`config.mk`:
```
export PLATFORM = sky130hd
export DESIGN_NAME = fir_filter_direct_form
export DESIGN_NICKNAME = d
export VERILOG_FILES = /design/src/rtl/fir_pkg.sv /design/src/rtl/fir_filter_direct_form.sv /design/src/rtl/fir_ram.sv /design/src/rtl/fir_mac.sv
export SDC_FILE = /design/constraint.sdc
export NUM_CORES = 2
export LEC_CHECK = 0
export BUFFER_PORTS_ARGS = -buffer_cell sky130_fd_sc_hd__buf_2
export CAP_MARGIN = 5
export CORE_UTILIZATION = 32
export CTS_CLUSTER_DIAMETER = 80
export DETAILED_ROUTE_END_ITERATION = 8
export PLACE_DENSITY = 0.51
export SLEW_MARGIN = 20
export SYNTH_ARGS = -nofsm -noshare
export SYNTH_HDL_FRONTEND = slang
export SYNTH_SLANG_ARGS = --single-unit
export TNS_END_PERCENT = 50
```
`constraint.sdc`:
```
create_clock -name i_clk -period 12.2 [get_ports i_clk]
set_input_delay 1.22 -clock i_clk [delete_from_list [all_inputs] [get_ports i_clk]]
set_output_delay 1.22 -clock i_clk [all_outputs]
set_load 0.05 [all_outputs]
```
`src/rtl/fir_pkg.sv`:
```
// Shared constants, word types and control structs for the FIR filter.
// No dependencies; fir_filter_direct_form and fir_mac import this package.
`default_nettype none

package fir_pkg;

    // Filter dimensions
    localparam int MAX_TAPS       = 64;
    localparam int SAMPLE_WIDTH   = 16;
    localparam int COEF_FRAC_BITS = 15;
    localparam int COEF_WIDTH     = COEF_FRAC_BITS + 1;
    localparam int ADDR_W         = $clog2(MAX_TAPS);

    // Port field widths
    localparam int TAP_W      = 7;
    localparam int COEF_IDX_W = 6;
    localparam int VALUE_W    = 16;

    localparam logic [TAP_W-1:0] TAP_RESET = TAP_W'(31);

    // Datapath widths
    localparam int PROD_W = SAMPLE_WIDTH + COEF_WIDTH;
    localparam int ACC_W  = PROD_W + ADDR_W + 1;

    // Request codes
    localparam logic REQ_SAMPLE = 1'b0;
    localparam logic REQ_COEF   = 1'b1;

    typedef struct packed {
        logic                         req_type;
        logic [COEF_IDX_W-1:0]        coef_index;
        logic signed [VALUE_W-1:0]    value;
    } t_in_word;

    typedef struct packed {
        logic signed [SAMPLE_WIDTH-1:0] filtered;
        logic                           saturated;
    } t_out_word;

    // Control that travels alongside a pair of memory reads into the MAC
    typedef struct packed {
        logic valid;
        logic first;
        logic last;
    } t_mac_ctl;

endpackage

`default_nettype wire

```
`src/rtl/fir_filter_direct_form.sv`:
```
// Top level of the direct-form FIR filter: request sequencer, sample and
// coefficient RAMs, MAC pipeline and output register. Depends on fir_pkg,
// fir_ram and fir_mac.
`default_nettype none

// Direct-form FIR filter, one shared multiply-accumulate. An input word either
// writes one coefficient (no result) or filters one sample (one result word).
// Samples sit in a circular buffer RAM and coefficients in a second RAM, both
// 64 entries with registered reads. After reset the block runs a clearing
// pass over every entry of both RAMs and holds o_in_stall high meanwhile;
// tap count writes are taken during that pass. A sample (tap count clamped
// to 1..64) is handled in steps: the sample is taken, one RAM read pair per
// tap goes through the single MAC, the products are multiplied and
// accumulated, and the sum is loaded into the output register. The result
// waits in the output register while i_out_stall is high; the next input
// word is taken meanwhile, and a finished sum holds in the MAC until the
// output register frees up.
// Output: sum of coef[taps-1-k] * x[n-k], rounded half up, shifted right by
// 15 and saturated to 16 bits, with saturated set when clipped.
module fir_filter_direct_form (
    input  wire logic                       i_clk,
    input  wire logic                       i_rst_n,
    input  wire logic                       i_cfg_we,
    input  wire logic [fir_pkg::TAP_W-1:0]  i_cfg_data,
    input  wire logic                       i_in_valid,
    output logic                            o_in_stall,
    input  wire fir_pkg::t_in_word          i_in_word,
    output logic                            o_out_valid,
    input  wire logic                       i_out_stall,
    output fir_pkg::t_out_word              o_out_word
);
    import fir_pkg::*;

    localparam logic [ADDR_W-1:0] LAST_ADDR = ADDR_W'(MAX_TAPS - 1);
    localparam logic [TAP_W-1:0]  TAPS_MAX  = TAP_W'(MAX_TAPS);

    typedef enum logic [1:0] {
        S_CLEAR,
        S_IDLE,
        S_RUN,
        S_DRAIN
    } t_state;

    t_state              r_state, n_state;
    logic [ADDR_W-1:0]   r_clr_addr, n_clr_addr;
    logic [ADDR_W-1:0]   r_head, n_head;
    logic [ADDR_W-1:0]   r_rd_ptr, n_rd_ptr;
    logic [ADDR_W-1:0]   r_coef_addr, n_coef_addr;
    logic [TAP_W-1:0]    r_cnt, n_cnt;
    logic                r_first, n_first;
    logic [TAP_W-1:0]    r_num_taps;
    logic                r_out_valid;
    t_out_word           r_out_word;

    logic                w_in_acc;
    logic                w_out_free;
    logic [TAP_W-1:0]    w_taps;
    logic [ADDR_W-1:0]   w_head_inc;

    // Sample RAM ports
    logic                w_d_we;
    logic [ADDR_W-1:0]   w_d_waddr;
    logic [SAMPLE_WIDTH-1:0] w_d_wdata;
    logic [SAMPLE_WIDTH-1:0] w_d_rdata;
    // Coefficient RAM ports
    logic                w_c_we;
    logic [ADDR_W-1:0]   w_c_waddr;
    logic [COEF_WIDTH-1:0] w_c_wdata;
    logic [COEF_WIDTH-1:0] w_c_rdata;

    t_mac_ctl            w_ctl;
    logic                w_mac_done;
    logic                w_take;
    t_out_word           w_mac_res;

    assign o_in_stall = (r_state != S_IDLE);
    assign w_in_acc   = i_in_valid && !o_in_stall;
    assign w_out_free = !r_out_valid || !i_out_stall;

    // Clamp the tap count: zero runs one tap, anything above the RAM depth runs all
    always_comb begin
        if (r_num_taps == '0) begin
            w_taps = TAP_W'(1);
        end else if (r_num_taps > TAPS_MAX) begin
            w_taps = TAPS_MAX;
        end else begin
            w_taps = r_num_taps;
        end
    end

    assign w_head_inc = (r_head == LAST_ADDR) ? '0 : r_head + ADDR_W'(1);

    // RAM write ports: zero fill during the clearing pass, else the accepted word
    always_comb begin
        w_d_we    = 1'b0;
        w_d_waddr = w_head_inc;
        w_d_wdata = SAMPLE_WIDTH'(i_in_word.value);
        w_c_we    = 1'b0;
        w_c_waddr = ADDR_W'(i_in_word.coef_index);
        w_c_wdata = COEF_WIDTH'(i_in_word.value);
        if (r_state == S_CLEAR) begin
            w_d_we    = 1'b1;
            w_d_waddr = r_clr_addr;
            w_d_wdata = '0;
            w_c_we    = 1'b1;
            w_c_waddr = r_clr_addr;
            w_c_wdata = '0;
        end else if (w_in_acc) begin
            w_d_we = (i_in_word.req_type == REQ_SAMPLE);
            // Drop coefficient writes beyond the store
            w_c_we = (i_in_word.req_type == REQ_COEF)
                  && (int'(i_in_word.coef_index) < MAX_TAPS);
        end
    end

    // One read pair per tap while running
    always_comb begin
        w_ctl.valid = (r_state == S_RUN);
        w_ctl.first = r_first;
        w_ctl.last  = (r_cnt == TAP_W'(1));
    end

    assign w_take = (r_state == S_DRAIN) && w_mac_done && w_out_free;

    // Sequencer next state
    always_comb begin
        n_state     = r_state;
        n_clr_addr  = r_clr_addr;
        n_head      = r_head;
        n_rd_ptr    = r_rd_ptr;
        n_coef_addr = r_coef_addr;
        n_cnt       = r_cnt;
        n_first     = r_first;
        case (r_state)
            S_CLEAR: begin
                n_clr_addr = r_clr_addr + ADDR_W'(1);
                if (r_clr_addr == LAST_ADDR) begin
                    n_state = S_IDLE;
                end
            end
            S_IDLE: begin
                if (w_in_acc && (i_in_word.req_type == REQ_SAMPLE)) begin
                    // Newest sample goes one past the old head; walk back from it
                    n_head      = w_head_inc;
                    n_rd_ptr    = w_head_inc;
                    n_coef_addr = ADDR_W'(w_taps - TAP_W'(1));
                    n_cnt       = w_taps;
                    n_first     = 1'b1;
                    n_state     = S_RUN;
                end
            end
            S_RUN: begin
                n_rd_ptr    = (r_rd_ptr == '0) ? LAST_ADDR : r_rd_ptr - ADDR_W'(1);
                n_coef_addr = r_coef_addr - ADDR_W'(1);
                n_cnt       = r_cnt - TAP_W'(1);
                n_first     = 1'b0;
                if (r_cnt == TAP_W'(1)) begin
                    n_state = S_DRAIN;
                end
            end
            S_DRAIN: begin
                if (w_take) begin
                    n_state = S_IDLE;
                end
            end
            default: begin
                n_state = S_IDLE;
            end
        endcase
    end

    always_ff @(posedge i_clk) begin
        if (!i_rst_n) begin
            r_state     <= S_CLEAR;
            r_clr_addr  <= '0;
            r_head      <= '0;
            r_rd_ptr    <= '0;
            r_coef_addr <= '0;
            r_cnt       <= '0;
            r_first     <= 1'b0;
            r_num_taps  <= TAP_RESET;
            r_out_valid <= 1'b0;
        end else begin
            r_state     <= n_state;
            r_clr_addr  <= n_clr_addr;
            r_head      <= n_head;
            r_rd_ptr    <= n_rd_ptr;
            r_coef_addr <= n_coef_addr;
            r_cnt       <= n_cnt;
            r_first     <= n_first;
            if (i_cfg_we) begin
                r_num_taps <= i_cfg_data;
            end
            if (w_take) begin
                r_out_valid <= 1'b1;
            end else if (!i_out_stall) begin
                r_out_valid <= 1'b0;
            end
        end
    end

    // Output payload: hold while stalled, load on take
    always_ff @(posedge i_clk) begin
        if (w_take) begin
            r_out_word <= w_mac_res;
        end
    end

    assign o_out_valid = r_out_valid;
    assign o_out_word  = r_out_word;

    fir_ram #(
        .WIDTH (SAMPLE_WIDTH),
        .DEPTH (MAX_TAPS)
    ) u_sample_ram (
        .i_clk   (i_clk),
        .i_we    (w_d_we),
        .i_waddr (w_d_waddr),
        .i_wdata (w_d_wdata),
        .i_raddr (r_rd_ptr),
        .o_rdata (w_d_rdata)
    );

    fir_ram #(
        .WIDTH (COEF_WIDTH),
        .DEPTH (MAX_TAPS)
    ) u_coef_ram (
        .i_clk   (i_clk),
        .i_we    (w_c_we),
        .i_waddr (w_c_waddr),
        .i_wdata (w_c_wdata),
        .i_raddr (r_coef_addr),
        .o_rdata (w_c_rdata)
    );

    fir_mac u_mac (
        .i_clk    (i_clk),
        .i_rst_n  (i_rst_n),
        .i_ctl    (w_ctl),
        .i_coef   ($signed(w_c_rdata)),
        .i_sample ($signed(w_d_rdata)),
        .i_take   (w_take),
        .o_done   (w_mac_done),
        .o_result (w_mac_res)
    );

`ifndef NO_ASSERTIONS
    // A sum must never finish while its taps are still being issued
    a_no_done_in_run: assert property (@(posedge i_clk) disable iff (!i_rst_n)
        (r_state == S_RUN) |-> !w_mac_done)
        else $error("MAC finished while taps still issuing");

    // The tap counter never runs out inside the issue loop
    a_cnt_nonzero: assert property (@(posedge i_clk) disable iff (!i_rst_n)
        (r_state == S_RUN) |-> (r_cnt != '0))
        else $error("tap counter zero while running");

    // A new result word only appears from the drain step
    a_out_from_drain: assert property (@(posedge i_clk) disable iff (!i_rst_n)
        $rose(o_out_valid) |-> $past(r_state == S_DRAIN))
        else $error("output loaded outside drain");

    // Leaving drain always hands the sum to the output register
    a_drain_exit: assert property (@(posedge i_clk) disable iff (!i_rst_n)
        (r_state == S_DRAIN) && (n_state == S_IDLE) |=> o_out_valid)
        else $error("drain left without a result word");
`endif

endmodule

`default_nettype wire

```
`src/rtl/fir_ram.sv`:
```
// Generic single-port-write, single-port-read RAM with registered read data.
// No dependencies.
`default_nettype none

module fir_ram #(
    parameter int WIDTH = 16,
    parameter int DEPTH = 64
) (
    input  wire logic                       i_clk,
    input  wire logic                       i_we,
    input  wire logic [$clog2(DEPTH)-1:0]   i_waddr,
    input  wire logic [WIDTH-1:0]           i_wdata,
    input  wire logic [$clog2(DEPTH)-1:0]   i_raddr,
    output logic      [WIDTH-1:0]           o_rdata
);

    logic [WIDTH-1:0] r_mem [DEPTH];

    always_ff @(posedge i_clk) begin
        if (i_we) begin
            r_mem[i_waddr] <= i_wdata;
        end
        o_rdata <= r_mem[i_raddr];
    end

endmodule

`default_nettype wire

```
`src/rtl/fir_mac.sv`:
```
// Multiply-accumulate pipeline with rounding and saturation of the final sum.
// Depends on fir_pkg for widths and the t_mac_ctl / t_out_word types.
`default_nettype none

module fir_mac (
    input  wire logic                                    i_clk,
    input  wire logic                                    i_rst_n,
    input  wire fir_pkg::t_mac_ctl                       i_ctl,
    input  wire logic signed [fir_pkg::COEF_WIDTH-1:0]   i_coef,
    input  wire logic signed [fir_pkg::SAMPLE_WIDTH-1:0] i_sample,
    input  wire logic                                    i_take,
    output logic                                         o_done,
    output fir_pkg::t_out_word                           o_result
);
    import fir_pkg::*;

    localparam logic signed [ACC_W-1:0] RND = ACC_W'(1) <<< (COEF_FRAC_BITS - 1);
    localparam logic signed [ACC_W-1:0] Y_MAX =
        (ACC_W'(1) <<< (SAMPLE_WIDTH - 1)) - ACC_W'(1);
    localparam logic signed [ACC_W-1:0] Y_MIN = -Y_MAX - ACC_W'(1);

    t_mac_ctl                   r_s0_ctl;   // aligned with RAM read data
    t_mac_ctl                   r_s1_ctl;   // aligned with product
    logic signed [PROD_W-1:0]   r_prod;
    logic signed [ACC_W-1:0]    r_acc;
    logic                       r_done;

    logic signed [ACC_W-1:0]    w_prod_ext;
    logic signed [ACC_W-1:0]    w_rnd;
    logic signed [ACC_W-1:0]    w_shift;

    assign w_prod_ext = ACC_W'(r_prod);

    always_ff @(posedge i_clk) begin
        if (!i_rst_n) begin
            r_s0_ctl <= '0;
            r_s1_ctl <= '0;
            r_done   <= 1'b0;
        end else begin
            r_s0_ctl <= i_ctl;
            r_s1_ctl <= r_s0_ctl;
            if (r_s1_ctl.valid && r_s1_ctl.last) begin
                r_done <= 1'b1;
            end else if (i_take) begin
                r_done <= 1'b0;
            end
        end
    end

    always_ff @(posedge i_clk) begin
        if (r_s0_ctl.valid) begin
            r_prod <= PROD_W'(i_coef) * PROD_W'(i_sample);
        end
        if (r_s1_ctl.valid) begin
            if (r_s1_ctl.first) begin
                r_acc <= w_prod_ext;
            end else begin
                r_acc <= r_acc + w_prod_ext;
            end
        end
    end

    // Round half up, then floor shift
    assign w_rnd   = r_acc + RND;
    assign w_shift = w_rnd >>> COEF_FRAC_BITS;

    always_comb begin
        if (w_shift > Y_MAX) begin
            o_result.filtered  = Y_MAX[SAMPLE_WIDTH-1:0];
            o_result.saturated = 1'b1;
        end else if (w_shift < Y_MIN) begin
            o_result.filtered  = Y_MIN[SAMPLE_WIDTH-1:0];
            o_result.saturated = 1'b1;
        end else begin
            o_result.filtered  = w_shift[SAMPLE_WIDTH-1:0];
            o_result.saturated = 1'b0;
        end
    end

    assign o_done = r_done;

endmodule

`default_nettype wire

```
==> metrics.md <==
| Metric | Value |
|---|---|
| Worst Setup EP | u_mac.r_prod[24] |
| Routed WL per cell | 25.92 um |
| Worst-Skew Late Latency | around 920 ps |
| Critical Path Start | u_coef_ram.o_rdata[9] |
| Commonest cells after routing, fill and taps aside | edfxtp_1, mux4_2, inv_1 |
| GRT Resource Usage Total | 16.09% |
| R2r setup slk | 5400 ps |
| Reg2reg start | u_coef_ram.o_rdata[9] |
| Die Y | about 550 um |
| RSZ-0062 raised after global routing | no |
| TritonCTS clock tree | done |
| Layout cells sized above 1 | 23.30% |
| XOR/XNOR Fraction of Synth Area | 0.7856% |
| Final net count | 5,845 |
| Main combinational cell family by area after synthesis | multiplexers |
| Minimum clock period | 6804 ps |
| Critical Path AT | 7420 ps |
| Hold Path Class | flop to flop |
| Antenna Nets Post-Route | 0 |
| Non-filler cells, final | 9,568 |
| Maxcap violations | 0 |
| Die area | 305,300 sq um |
| Clock slew at reported path FFs | 60 ps |
| Fmax | 147.0 MHz |
| Drc violations | 0 |
| Syn Std Cell Area | approximately 97,000 sq um |
| Fillers | 27,630 |
| EDFF count, synth | 2,136 |
| Core area | 300,800 sq um |
| Register area share after synthesis | 67.80% |
| Async S/R FF share, synth | 0% |
| Area growth syn-to-layout | 13.77% |
| Largest net degree at the start of global routing | 126 |
| Slew Limit Fails | 0 |
| #FFs+latches synth | ~2,200 |
| FF+latch area | 65,790 sq um |
| Sink Count | 2,217 |
| First-pass GRT wire length | 361.2 mm |
| Complex-gate fraction of the synthesized area | about 2.6% |
| DR vias/cell | 5.053 |
| Critical path, cell by cell | and2_1, fa_1, inv_1, fa_1, fa_1, inv_1, fa_1, fa_1, inv_1, fa_1, inv_1, ha_1, a211o_1, or4_1, o211a_1, a311o_2, a21o_1, a21o_1, nand4b_1, o311ai_2 |
| I/O Pins | between 50 and 60 |
| Avg Cell Area, Syn | 18.75 sq um |
| Adder-cell share of the synthesized area | 7.131% |
| Status | finished, final reports clean |
| Commonest non-fill, non-tap cell in the layout | edfxtp_1 |
| Crit share post-route | 55.77% |
| Critical path type | flop to flop |
| Die width | 552.6 um |
| Min-delay src | u_mac.r_s0_ctl[0] |
| Area of the multi-input gates | 29,350 sq um |
| # rows | 201 |
| Worst Skew | around 90 ps |
| Critical Path RT | approximately 13,000 ps |
| Post-Syn Nets | 5,602 |
| Inst Count DP | 9,132 |
| Relative slew slack | 21.35% |
| H-tree depth | 4 |
| Post-CTS Resized | 0 |
| Final GP Congestion | 0.8004 |
| Synth Area in Simple Gates | 3.929% |
| Main synth FF type | edfxtp_1 |
| Total CTS buffers | 238 |
| CTS Hold Bufs | 0 |
| Post CTS Setup Buffer Count | 0 |
| Initial antenna violation count | 20 |
| Slowest-stage cell, CP | dfxtp_1 |
| CTS root buf | clkbuf_16 |
| Synth warn | 0 |
| Initial DRC Count | 4,600 |
| Routed wire length | between 200 and 250 mm |
| Post-synthesis mux area share | between 10% and 20% |
| Max FO, Critical Path | 16 |
| CP most frequent cell | fa_1 |
| Total congestion overflow | 0 |
| CP Buf/Inv Count | 4 |
| Cell variety after synth | 84 |
| Critical path depth in cells | 20 |
| Crit path largest cell delay | 830 ps |
| Post-DP HPWL | roughly 150 mm |
| Final setup viols | 0 |
| Critical path's top delay family | adder cells |
| Mapped Cells | 5,172 |
| Bufs on Longest Clock Path | 4 |
| Fin Setup TNS | 0 ps |
| Initial Utilization | 32.25% |
| Synth area leader | edfxtp_1 |
| Setup crit end kind | flop |
| Critical R2R Capture | u_mac.r_prod[24] |
| Vias in the first global route | 50,410 |
| Vias | 48,340 |
| Slew at the pin with the worst max-slew slack | 1167 ps |
| IO buf count | between 50 and 60 |
| Drt pass-1 iters | 7 |
| Synth area leaders | edfxtp_1, mux4_2, fa_1, ha_1, dfxtp_1 |
| Yosys top cell area share | between 60% and 70% |
| Startpoint class of the critical path | flop |
| Final hold vios | 0 |
| R2R cell count | 20 |
==> registers in the layout, summed over array words and instances (netlist names) <==
signal and cells:
u_coef_ram.r_mem 1024, u_sample_ram.o_rdata 16, r_num_taps 7, r_head 6, r_cnt 7, o_out_valid 1, r_clr_addr 6, u_mac.r_s1_ctl 3
r_rd_ptr 6, u_mac.r_s0_ctl 3, o_out_word 17, u_sample_ram.r_mem 1024, u_mac.r_prod 32, u_mac.r_acc 39, r_state 2, r_first 1
u_coef_ram.o_rdata 16, u_mac.o_done 1, r_coef_addr 6
==> area by class of cell <==
cell class | instances | area share, %
multi-input cells | 2401 | 26.59
inverters | 320 | 1.088
diodes | 4 | 0.009071
flip-flops and latches | 2217 | 59.62
well taps | 3958 | 4.488
clock inverters | 136 | 1.011
clock buffers | 295 | 5.618
repair buffers | 237 | 1.567
==> worst min path at each step <==
stage	endpoint	slack (ps)	cells past startpoint
after detailed placement	u_mac.r_s1_ctl[0]	430	1
after global routing	u_mac.r_s0_ctl[1]	460	1
after global placement	u_mac.r_s1_ctl[0]	420	1
final	u_mac.r_s1_ctl[0]	440	1
after floorplan	u_mac.r_s1_ctl[0]	410	1
after CTS	u_mac.r_s1_ctl[0]	440	1
==> cells by family after synthesis <==
kind of cell,count (synthesis)
muxes,707
buffers and inverters,554
and+or+nand+nor,815
AOI/OAI and AO/OA,397
DFF,2217
xor gates and xnor gates,87
adders and majority gates,395
==> synth_stat cells, drive strengths merged, types with 12 or more instances <==
master	number
a211oi	12
mux2i	53
and2	137
nand4	14
a21oi	90
nand2	265
a31oi	12
nand3	39
edfxtp	2136
o21ai	127
buf	83
a22oi	13
xor2	43
ha	132
o31ai	12
nor2b	29
a21o	31
nor2	246
fa	263
nor3	16
mux2	20
xnor2	44
mux4	634
dfxtp	81
inv	319
o21a	14
nand2b	18
clkbuf	151
==> per-stage QoR <==
stage | cell area [sq um] | setup slack (ps) | util [%] | hold WS [ps]
after global routing | 110300 | 5068 | 36.68 | 456.8
after global placement | 103000 | 5401 | 34.24 | 418.8
after detailed placement | 103000 | 5341 | 34.24 | 427.5
final | 110400 | 5396 | 36.69 | 437.9
after CTS | 110300 | 5331 | 36.67 | 441.7
after floorplan | 97000 | 5830 | - | 411.9
==> layer usage <==
| layer | GRT usage, % | vias to the layer above | share of wire [%] |
|---|---|---|---|
| met4 | 3.911 | 6 | 2.3 |
| met2 | 26.06 | 1163 | 47 |
| met5 | 0 | - | 0.017 |
| met1 | 22.83 | 26070 | 45 |
| met3 | 2.274 | 341 | 4.7 |
| li1 | - | 20770 | - |
Power is not shown: default switching activity piles up to over one toggle a cycle in this logic, so the estimate is an artifact.
